==> src/hdl/pfrl_pkg.sv <==
package pfrl_pkg;

    localparam int TableSlotsDefault = 16;
    localparam logic [15:0] RateLimitReset = 16'd100;
    localparam logic [10:0] OffMax = 11'd2047;

    localparam logic [1:0] CMD_BYTE  = 2'd0;
    localparam logic [1:0] CMD_SLOT  = 2'd1;
    localparam logic [1:0] CMD_STAT  = 2'd2;

    localparam logic [1:0] ACT_LIMIT = 2'd1;
    localparam logic [1:0] ACT_DROP  = 2'd2;

    localparam logic [1:0] STAT_TOTAL   = 2'd0;
    localparam logic [1:0] STAT_DROPPED = 2'd1;
    localparam logic [1:0] STAT_LIMITED = 2'd2;

    localparam int InWidth  = 136;
    localparam int OutWidth = 240;

    // Work handed from the parser to the back end.
    typedef struct packed {
        logic        is_stat;
        logic [1:0]  stat_index;
        logic        is_slot;
        logic [3:0]  slot_index;
        logic        slot_enable;
        logic [31:0] entry_key;
        logic [1:0]  entry_action;
        logic        entry_has_counter;
        logic [15:0] entry_count;
        logic        analysed;
        logic        l4_ok;
        logic [31:0] src_ip;
        logic [31:0] dst_ip;
        logic [15:0] src_l4;
        logic [15:0] dst_l4;
        logic [7:0]  protocol;
        logic [5:0]  flag_bits;
        logic [15:0] ip_length;
        logic [63:0] time_stamp;
    } job_t;

    typedef struct packed {
        logic [47:0] stat_value;
        logic [63:0] ev_time;
        logic [15:0] ev_ip_length;
        logic [5:0]  ev_flag_bits;
        logic [7:0]  ev_protocol;
        logic [15:0] ev_dst_l4;
        logic [15:0] ev_src_l4;
        logic [31:0] ev_dst_ip;
        logic [31:0] ev_src_ip;
        logic        event_valid;
        logic        frame_drop;
    } result_t;

endpackage

==> src/hdl/packet_filter_rate_limiter.sv <==
// Channel   Direction  Contents
// s_axis    in         command, frame byte, slot write or statistic request
// m_axis    out        frame verdict with event record, or statistic value
// cfg       in         rate_limit register write
// One transaction is accepted per cycle while s_axis_tready is high; a result is registered
// first in the two-entry queue and then in the output register of the table stage before
// it is offered on m_axis.
// Slot writes travel through the queue, so they take effect in input order.
// Reset is synchronous and clears the frame parser, table valid bits and statistics.
// A stalled output fills the queue, after which s_axis_tready falls.
module packet_filter_rate_limiter #(
    parameter int TABLE_SLOTS = pfrl_pkg::TableSlotsDefault
) (
    input  logic                          aclk,
    input  logic                          aresetn,
    input  logic                          s_axis_tvalid,
    output logic                          s_axis_tready,
    // cmd, data_byte, last_byte, arrival_time, slot_index, slot_enable, entry_key,
    // entry_action, entry_has_counter, entry_count, stat_index
    input  logic [pfrl_pkg::InWidth-1:0]  s_axis_tdata,
    output logic                          m_axis_tvalid,
    input  logic                          m_axis_tready,
    // frame_drop, event_valid, ev_src_ip, ev_dst_ip, source port, destination port,
    // ev_protocol, flag bits, ev_ip_length, ev_time, stat_value
    output logic [pfrl_pkg::OutWidth-1:0] m_axis_tdata,
    // result_kind
    output logic                          m_axis_tuser,
    input  logic                          cfg_valid,
    output logic                          cfg_ready,
    input  logic [15:0]                   cfg_data
);
    import pfrl_pkg::*;

    logic [15:0] rate_limit_reg;
    logic        acc;
    logic        pj_valid, q_ready, q_valid, e_ready;
    job_t        pj, qj;
    result_t     res;
    logic [1:0]  cmd;

    assign cmd           = s_axis_tdata[1:0];
    assign s_axis_tready = q_ready;
    assign acc           = s_axis_tvalid && s_axis_tready;
    assign cfg_ready     = 1'b1;

    always_ff @(posedge aclk) begin
        if (!aresetn) rate_limit_reg <= RateLimitReset;
        else if (cfg_valid) rate_limit_reg <= cfg_data;
    end

    pfrl_parser u_parser (
        .aclk, .aresetn,
        .in_valid          (acc),
        .cmd               (cmd),
        .data_byte         (s_axis_tdata[9:2]),
        .last_byte         (s_axis_tdata[10]),
        .arrival_time      (s_axis_tdata[74:11]),
        .slot_index        (s_axis_tdata[78:75]),
        .slot_enable       (s_axis_tdata[79]),
        .entry_key         (s_axis_tdata[111:80]),
        .entry_action      (s_axis_tdata[113:112]),
        .entry_has_counter (s_axis_tdata[114]),
        .entry_count       (s_axis_tdata[130:115]),
        .stat_index        (s_axis_tdata[132:131]),
        .job_valid         (pj_valid),
        .job               (pj)
    );

    pfrl_queue u_queue (
        .aclk, .aresetn,
        .wr_valid (pj_valid),
        .wr_ready (q_ready),
        .wr_job   (pj),
        .rd_valid (q_valid),
        .rd_ready (e_ready),
        .rd_job   (qj)
    );

    pfrl_engine #(.TABLE_SLOTS(TABLE_SLOTS)) u_engine (
        .aclk, .aresetn,
        .rate_limit        (rate_limit_reg),
        .job_valid         (q_valid),
        .job_ready         (e_ready),
        .job               (qj),
        .out_valid         (m_axis_tvalid),
        .out_ready         (m_axis_tready),
        .out_res           (res),
        .out_kind          (m_axis_tuser)
    );

    assign m_axis_tdata = res;
endmodule

==> src/hdl/pfrl_parser.sv <==
module pfrl_parser (
    input  logic                 aclk,
    input  logic                 aresetn,
    input  logic                 in_valid,
    input  logic [1:0]           cmd,
    input  logic [7:0]           data_byte,
    input  logic                 last_byte,
    input  logic [63:0]          arrival_time,
    input  logic [3:0]           slot_index,
    input  logic                 slot_enable,
    input  logic [31:0]          entry_key,
    input  logic [1:0]           entry_action,
    input  logic                 entry_has_counter,
    input  logic [15:0]          entry_count,
    input  logic [1:0]           stat_index,
    output logic                 job_valid,
    output pfrl_pkg::job_t       job
);
    import pfrl_pkg::*;

    logic [10:0] off_reg, off_next;
    logic [15:0] etype_reg, etype_next;
    logic [3:0]  ihl_reg, ihl_next;
    logic [15:0] tlen_reg, tlen_next;
    logic [7:0]  proto_reg, proto_next;
    logic [63:0] addr_reg, addr_next;
    logic [39:0] l4_reg, l4_next;
    logic [11:0] l4_start;
    logic [11:0] off_w;
    logic [11:0] len;
    logic [11:0] rel;

    always_comb begin
        off_next   = off_reg;
        etype_next = etype_reg;
        ihl_next   = ihl_reg;
        tlen_next  = tlen_reg;
        proto_next = proto_reg;
        addr_next  = addr_reg;
        l4_next    = l4_reg;
        off_w      = {1'b0, off_reg};
        len        = off_w + 12'd1;
        job_valid  = 1'b0;
        job        = '0;
        l4_start   = '0;
        rel        = '0;
        if (in_valid && cmd == CMD_STAT) begin
            job_valid      = 1'b1;
            job.is_stat    = 1'b1;
            job.stat_index = stat_index;
        end else if (in_valid && cmd == CMD_SLOT) begin
            job_valid             = 1'b1;
            job.is_slot           = 1'b1;
            job.slot_index        = slot_index;
            job.slot_enable       = slot_enable;
            job.entry_key         = entry_key;
            job.entry_action      = entry_action;
            job.entry_has_counter = entry_has_counter;
            job.entry_count       = entry_count;
        end else if (in_valid && cmd == CMD_BYTE) begin
            if (off_reg == 11'd12) etype_next[15:8] = data_byte;
            if (off_reg == 11'd13) etype_next[7:0] = data_byte;
            if (off_reg == 11'd14) ihl_next = data_byte[3:0];
            if (off_reg == 11'd16) tlen_next[15:8] = data_byte;
            if (off_reg == 11'd17) tlen_next[7:0] = data_byte;
            if (off_reg == 11'd23) proto_next = data_byte;
            if (off_reg >= 11'd26 && off_reg <= 11'd33)
                addr_next[8 * (33 - off_reg[5:0]) +: 8] = data_byte;
            l4_start = 12'd14 + {6'd0, ihl_next, 2'b00};
            rel = off_w - l4_start;
            if (off_w >= l4_start && rel <= 12'd3)
                l4_next[8 + 8 * (3 - rel[1:0]) +: 8] = data_byte;
            else if (off_w == l4_start + 12'd13)
                l4_next[7:0] = data_byte;
            if (!last_byte) begin
                if (off_reg < OffMax) off_next = off_reg + 11'd1;
            end else begin
                job_valid      = 1'b1;
                job.analysed   = (len >= 12'd34) && (etype_next == 16'h0800);
                job.l4_ok      = (proto_next == 8'd6 && len >= l4_start + 12'd20) ||
                                 (proto_next == 8'd17 && len >= l4_start + 12'd8);
                job.src_ip     = addr_next[63:32];
                job.dst_ip     = addr_next[31:0];
                job.src_l4     = l4_next[39:24];
                job.dst_l4     = l4_next[23:8];
                job.protocol   = proto_next;
                job.flag_bits  = (proto_next == 8'd6) ? l4_next[5:0] : 6'd0;
                job.ip_length  = tlen_next;
                job.time_stamp = arrival_time;
                off_next   = '0;
                etype_next = '0;
                ihl_next   = '0;
                tlen_next  = '0;
                proto_next = '0;
                addr_next  = '0;
                l4_next    = '0;
            end
        end
    end

    always_ff @(posedge aclk) begin
        if (!aresetn) begin
            off_reg   <= '0;
            etype_reg <= '0;
            ihl_reg   <= '0;
            tlen_reg  <= '0;
            proto_reg <= '0;
            addr_reg  <= '0;
            l4_reg    <= '0;
        end else begin
            off_reg   <= off_next;
            etype_reg <= etype_next;
            ihl_reg   <= ihl_next;
            tlen_reg  <= tlen_next;
            proto_reg <= proto_next;
            addr_reg  <= addr_next;
            l4_reg    <= l4_next;
        end
    end
endmodule

==> src/hdl/pfrl_queue.sv <==
module pfrl_queue (
    input  logic                 aclk,
    input  logic                 aresetn,
    input  logic                 wr_valid,
    output logic                 wr_ready,
    input  pfrl_pkg::job_t       wr_job,
    output logic                 rd_valid,
    input  logic                 rd_ready,
    output pfrl_pkg::job_t       rd_job
);
    import pfrl_pkg::*;

    job_t       mem_reg [2];
    logic       wp_reg, rp_reg;
    logic [1:0] cnt_reg;

    assign wr_ready = (cnt_reg != 2'd2);
    assign rd_valid = (cnt_reg != 2'd0);
    assign rd_job   = mem_reg[rp_reg];

    always_ff @(posedge aclk) begin
        if (wr_valid && wr_ready) mem_reg[wp_reg] <= wr_job;
    end

    always_ff @(posedge aclk) begin
        if (!aresetn) begin
            wp_reg  <= 1'b0;
            rp_reg  <= 1'b0;
            cnt_reg <= '0;
        end else begin
            if (wr_valid && wr_ready) wp_reg <= ~wp_reg;
            if (rd_valid && rd_ready) rp_reg <= ~rp_reg;
            cnt_reg <= cnt_reg + {1'b0, wr_valid && wr_ready} - {1'b0, rd_valid && rd_ready};
        end
    end
endmodule

==> src/hdl/pfrl_engine.sv <==
module pfrl_engine #(
    parameter int TABLE_SLOTS = pfrl_pkg::TableSlotsDefault
) (
    input  logic                 aclk,
    input  logic                 aresetn,
    input  logic [15:0]          rate_limit,
    input  logic                 job_valid,
    output logic                 job_ready,
    input  pfrl_pkg::job_t       job,
    output logic                 out_valid,
    input  logic                 out_ready,
    output pfrl_pkg::result_t    out_res,
    output logic                 out_kind
);
    import pfrl_pkg::*;

    localparam int IdxW = (TABLE_SLOTS > 1) ? $clog2(TABLE_SLOTS) : 1;

    logic [TABLE_SLOTS-1:0] valid_reg, cval_reg;
    logic [31:0] key_reg [TABLE_SLOTS];
    logic [1:0]  act_reg [TABLE_SLOTS];
    logic [15:0] count_reg [TABLE_SLOTS];
    logic [47:0] stat_reg [3];

    logic [TABLE_SLOTS-1:0] hit;
    logic        found;
    logic [IdxW-1:0] sel;
    logic        drop, bump_limit;
    logic        take;
    logic        slot_wr;
    logic [IdxW-1:0] widx;
    result_t     res;

    always_comb begin
        for (int i = 0; i < TABLE_SLOTS; i++)
            hit[i] = valid_reg[i] && key_reg[i] == job.src_ip;
        found = 1'b0;
        sel   = '0;
        for (int i = TABLE_SLOTS - 1; i >= 0; i--) begin
            if (hit[i]) begin
                found = 1'b1;
                sel   = IdxW'(i);
            end
        end
    end

    assign job_ready = !out_valid || out_ready;
    assign take      = job_valid && job_ready;
    assign slot_wr   = take && job.is_slot && 32'(job.slot_index) < TABLE_SLOTS;
    assign widx      = IdxW'(job.slot_index);

    always_comb begin
        drop       = 1'b0;
        bump_limit = 1'b0;
        res        = '0;
        if (job.is_stat) begin
            unique case (job.stat_index)
                STAT_TOTAL:   res.stat_value = stat_reg[0];
                STAT_DROPPED: res.stat_value = stat_reg[1];
                STAT_LIMITED: res.stat_value = stat_reg[2];
                default:      res.stat_value = '0;
            endcase
        end else if (job.analysed) begin
            if (found && act_reg[sel] == ACT_DROP) begin
                drop = 1'b1;
            end else if (found && act_reg[sel] == ACT_LIMIT && cval_reg[sel] &&
                         count_reg[sel] > rate_limit) begin
                drop       = 1'b1;
                bump_limit = 1'b1;
            end
            res.frame_drop = drop;
            if (!drop && job.l4_ok) begin
                res.event_valid  = 1'b1;
                res.ev_src_ip    = job.src_ip;
                res.ev_dst_ip    = job.dst_ip;
                res.ev_src_l4    = job.src_l4;
                res.ev_dst_l4    = job.dst_l4;
                res.ev_protocol  = job.protocol;
                res.ev_flag_bits = job.flag_bits;
                res.ev_ip_length = job.ip_length;
                res.ev_time      = job.time_stamp;
            end
        end
    end

    always_ff @(posedge aclk) begin
        if (slot_wr) begin
            key_reg[widx]   <= job.entry_key;
            act_reg[widx]   <= job.entry_action;
            count_reg[widx] <= job.entry_count;
        end else if (take && !job.is_stat && !job.is_slot && job.analysed && found &&
                     act_reg[sel] == ACT_LIMIT && cval_reg[sel] && !drop &&
                     count_reg[sel] != 16'hFFFF) begin
            count_reg[sel] <= count_reg[sel] + 16'd1;
        end
        if (take && !job.is_slot) begin
            out_res  <= res;
            out_kind <= job.is_stat;
        end
    end

    always_ff @(posedge aclk) begin
        if (!aresetn) begin
            valid_reg <= '0;
            cval_reg  <= '0;
            stat_reg  <= '{default: '0};
            out_valid <= 1'b0;
        end else begin
            if (slot_wr) begin
                valid_reg[widx] <= job.slot_enable;
                cval_reg[widx]  <= job.entry_has_counter;
            end
            if (take && !job.is_stat && !job.is_slot && job.analysed) begin
                stat_reg[0] <= stat_reg[0] + 48'd1;
                if (drop && !bump_limit) stat_reg[1] <= stat_reg[1] + 48'd1;
                if (bump_limit) stat_reg[2] <= stat_reg[2] + 48'd1;
            end
            if (take && !job.is_slot) out_valid <= 1'b1;
            else if (out_ready) out_valid <= 1'b0;
        end
    end
endmodule

==> config.mk <==
export PLATFORM = sky130hd
export DESIGN_NAME = packet_filter_rate_limiter
export DESIGN_NICKNAME = d
export VERILOG_FILES = /design/src/hdl/pfrl_pkg.sv /design/src/hdl/packet_filter_rate_limiter.sv /design/src/hdl/pfrl_parser.sv /design/src/hdl/pfrl_queue.sv /design/src/hdl/pfrl_engine.sv
export SDC_FILE = /design/constraint.sdc
export NUM_CORES = 2
export LEC_CHECK = 0
export ABC_AREA = 1
export ABC_CLOCK_PERIOD_IN_PS = 24000
export BUFFER_PORTS_ARGS = -buffer_cell sky130_fd_sc_hd__buf_2
export CORE_MARGIN = 2
export CORE_UTILIZATION = 45
export DETAILED_ROUTE_END_ITERATION = 8
export SYNTH_ARGS = -nofsm -noshare
export SYNTH_HDL_FRONTEND = slang
export SYNTH_SLANG_ARGS = --single-unit
==> constraint.sdc <==
create_clock -name aclk -period 24 [get_ports aclk]
set_clock_uncertainty 0.1 [all_clocks]
set_input_delay 6 -clock aclk [delete_from_list [all_inputs] [get_ports aclk]]
set_output_delay 6 -clock aclk [all_outputs]
set_load 0.01 [all_outputs]
==> flow_metrics.tcl <==
set metrics [dict create \
    ys_types 71 \
    synth-seq-cells 1900 \
    yosysSeqAreaShare_pct 64.43 \
    gp_congestion 0.9216 \
    stdcell_count 11190 \
    layout.nets 8774 \
    crit_required_ps 24430 \
    htree_levels 4 \
    vias_per_cell 5.388 \
    grt_use_met2_pct 40.82 \
    yosys_warnings 0 \
    dr.pass1.iters 6 \
    pwr_density_cell_nw_per_um2 97.93 \
    synthFlopType "edfxtp_1" \
    max_freq_mhz 81.00 \
    crit_type "reg2reg" \
    crit_slowest_cell "nand2_1" \
    portBuffers 396 \
    syn-cell-area_um2 83030 \
    syn_to_final_growth_pct 13.22 \
    start_util_pct 45.31 \
    synthesis.nets 8394 \
    worstMarginPinSlew_ps 1273 \
    grt_pass1_vias 57150 \
    drive_gt1_share_pct 11.63 \
    irDropWorstVdd_uv 83.52 \
    cts_tree "done" \
    core.rowCount 157 \
    clk_pin_slew_ps 60 \
    clock_sinks 1900 \
    worstPathMaxFanout 165 \
    arrival_ps 12780 \
    hold_buffers 0 \
    final_common_cell "nand2_1" \
    cts_resized 0 \
    fin_setup_tns_ps 0 \
    grt_pass1_wl_mm 356.3 \
    post_cts_buffers 0 \
    routedWlPerCell_um 21.69 \
    maxCapViolations 0 \
    ant_nets 0 \
    final_util_pct 51.30 \
    top_usage_layer "met2" \
    synth-async-reset-ratio_pct 0 \
    die_y_um 433.6 \
    num_io_pins 401 \
    status "complete, no violations" \
    placed_area_um2 87580 \
    hpwl_mm 150.4 \
    syn_inst 8173 \
    grt_max_degree 166 \
    clock_latency_ps 870 \
    hold_path.class "reg2reg" \
    grt_use_total_pct 25.38 \
    dieWidth_um 433.6 \
    cpPeakStageDelay_ps 950 \
    design.die.area_um2 188000 \
    relSlewSlack_pct 14.93 \
    synth_edf_count 1545 \
    postSynthAreaPerCell_um2 10.16 \
    final-hold-violation-count 0 \
    setup_viol 0 \
    end_kind "flip-flop" \
    fin_crit_sh_pct 51.44 \
    p_leak_nw 34.75 \
    grt.met1_usage_pct 33.96 \
    remaining_drc_errors 0 \
    wirelength_mm 242.8 \
    grt_antenna_before_repair 18 \
    post-route-min-period_ps 12350 \
    cts_buffers 201 \
    dpl.cell_count 10810 \
    slew_viol_final 0 \
    core_area_um2 183300 \
    grtUsageMet3_pct 5.146 \
    clk_path_buf_depth 3 \
    overflow 0 \
    drtIter0Drc 6739 \
    start_kind "flip-flop" \
    largest_reg_flops 512 \
    vias 60310 \
    cts_root_buf "clkbuf_16" \
    rsz0062_at_grt "false" \
    cpMostUsedCell "nand2_1" \
    final_cell_mix "nand2_1, edfxtp_1, nor2_1" \
    design_area_um2 94010 \
]
## cells by family (layout without fill, tap and decap cells)
group | Yosys count | after routing | synth area share [%]
DFF | 1900 | 1900 | 64.43
xor gates and xnor gates | 228 | 228 | 2.405
buffers and inverters | 1155 | 1707 | 5.723
muxes | 15 | 15 | 0.1808
other | 1 | 5 | 0.004516
AOI/OAI and AO/OA | 1223 | 1223 | 8.286
adders and majority gates | 64 | 64 | 0.9734
and+or+nand+nor | 3587 | 3587 | 17.99
## path summary, 6_finish.rpt
| check | slack [ps] | to | depth (start not counted) | startpoint |
|---|---|---|---|---|
| worst min-delay path | 350 | u_engine.cval_reg[2] | 2 | u_engine.cval_reg[2] |
| worst max register to register | 11650 | u_engine.count_reg[5][7] | 52 | flip-flop |
| worst min register to register | 350 | u_engine.cval_reg[2] | 2 | u_engine.cval_reg[2] |
| worst max-delay path | 11650 | u_engine.count_reg[5][7] | 52 | flip-flop |
## through the flow
step | hold WS (ps) | setup slack (ps) | total power [mW]
2_1_floorplan | 325.8 | 5608 | 5.326
3_3_place_gp | 334.1 | 11990 | 6.182
3_5_place_dp | 336.7 | 11890 | 6.207
4_1_cts | 354.6 | 11870 | 9.241
5_1_grt | 378.5 | 10890 | 9.534
6_report | 354.7 | 11650 | 9.207
## final cells by class
class	count	area [um^2]
diodes	4	10.01
clock buffers	274	5445
flip-flops and latches	1900	53510
well taps	2464	3083
multi-input cells	5118	24970
inverters	802	3034
repair buffers	530	3003
fillers	16280	89260
clock inverters	101	965.9
## per-layer routing
metal	share of wire, %	wire length (um)	vias up
met5	0.042	103	-
met4	3.5	8556	16
met3	8.8	21270	419
met2	47	113000	2380
met1	41	99860	29170
li1	-	-	28330
## Yosys cell counts (35+ instances only)
library cell | n | area share [%]
clkbuf_1 | 228 | 1.0
ha_1 | 63 | 0.95
or2_2 | 97 | 0.73
buf_2 | 54 | 0.33
nor4_1 | 45 | 0.34
dfxtp_1 | 355 | 8.6
a221oi_1 | 35 | 0.37
xnor2_1 | 118 | 1.2
edfxtp_1 | 1545 | 56
o21ai_0 | 413 | 2.5
xor2_1 | 110 | 1.2
nand2_1 | 2045 | 9.2
o22ai_1 | 63 | 0.47
a21oi_1 | 494 | 3.0
o21ai_1 | 43 | 0.26
nor3_1 | 82 | 0.49
inv_1 | 781 | 3.5
nand3_1 | 286 | 1.7
nand4_1 | 72 | 0.54
nor2_1 | 837 | 3.8
## report_power, final
group	switching (mW)	leakage, nW	internal [mW]
logic	1.59	14.5	0.444
registers	0.0810	17.1	4.05
clock network	1.32	3.09	1.72
## worst max-delay path: cells and delay by family (launching register included)
kind | cells | cell delay (ps)
and+or+nand+nor | 42 | 7530
buffers and inverters | 6 | 2550
AOI/OAI and AO/OA | 3 | 740
DFF | 1 | 590
adders and majority gates | 1 | 270
Power figures use the tool's default switching activity.
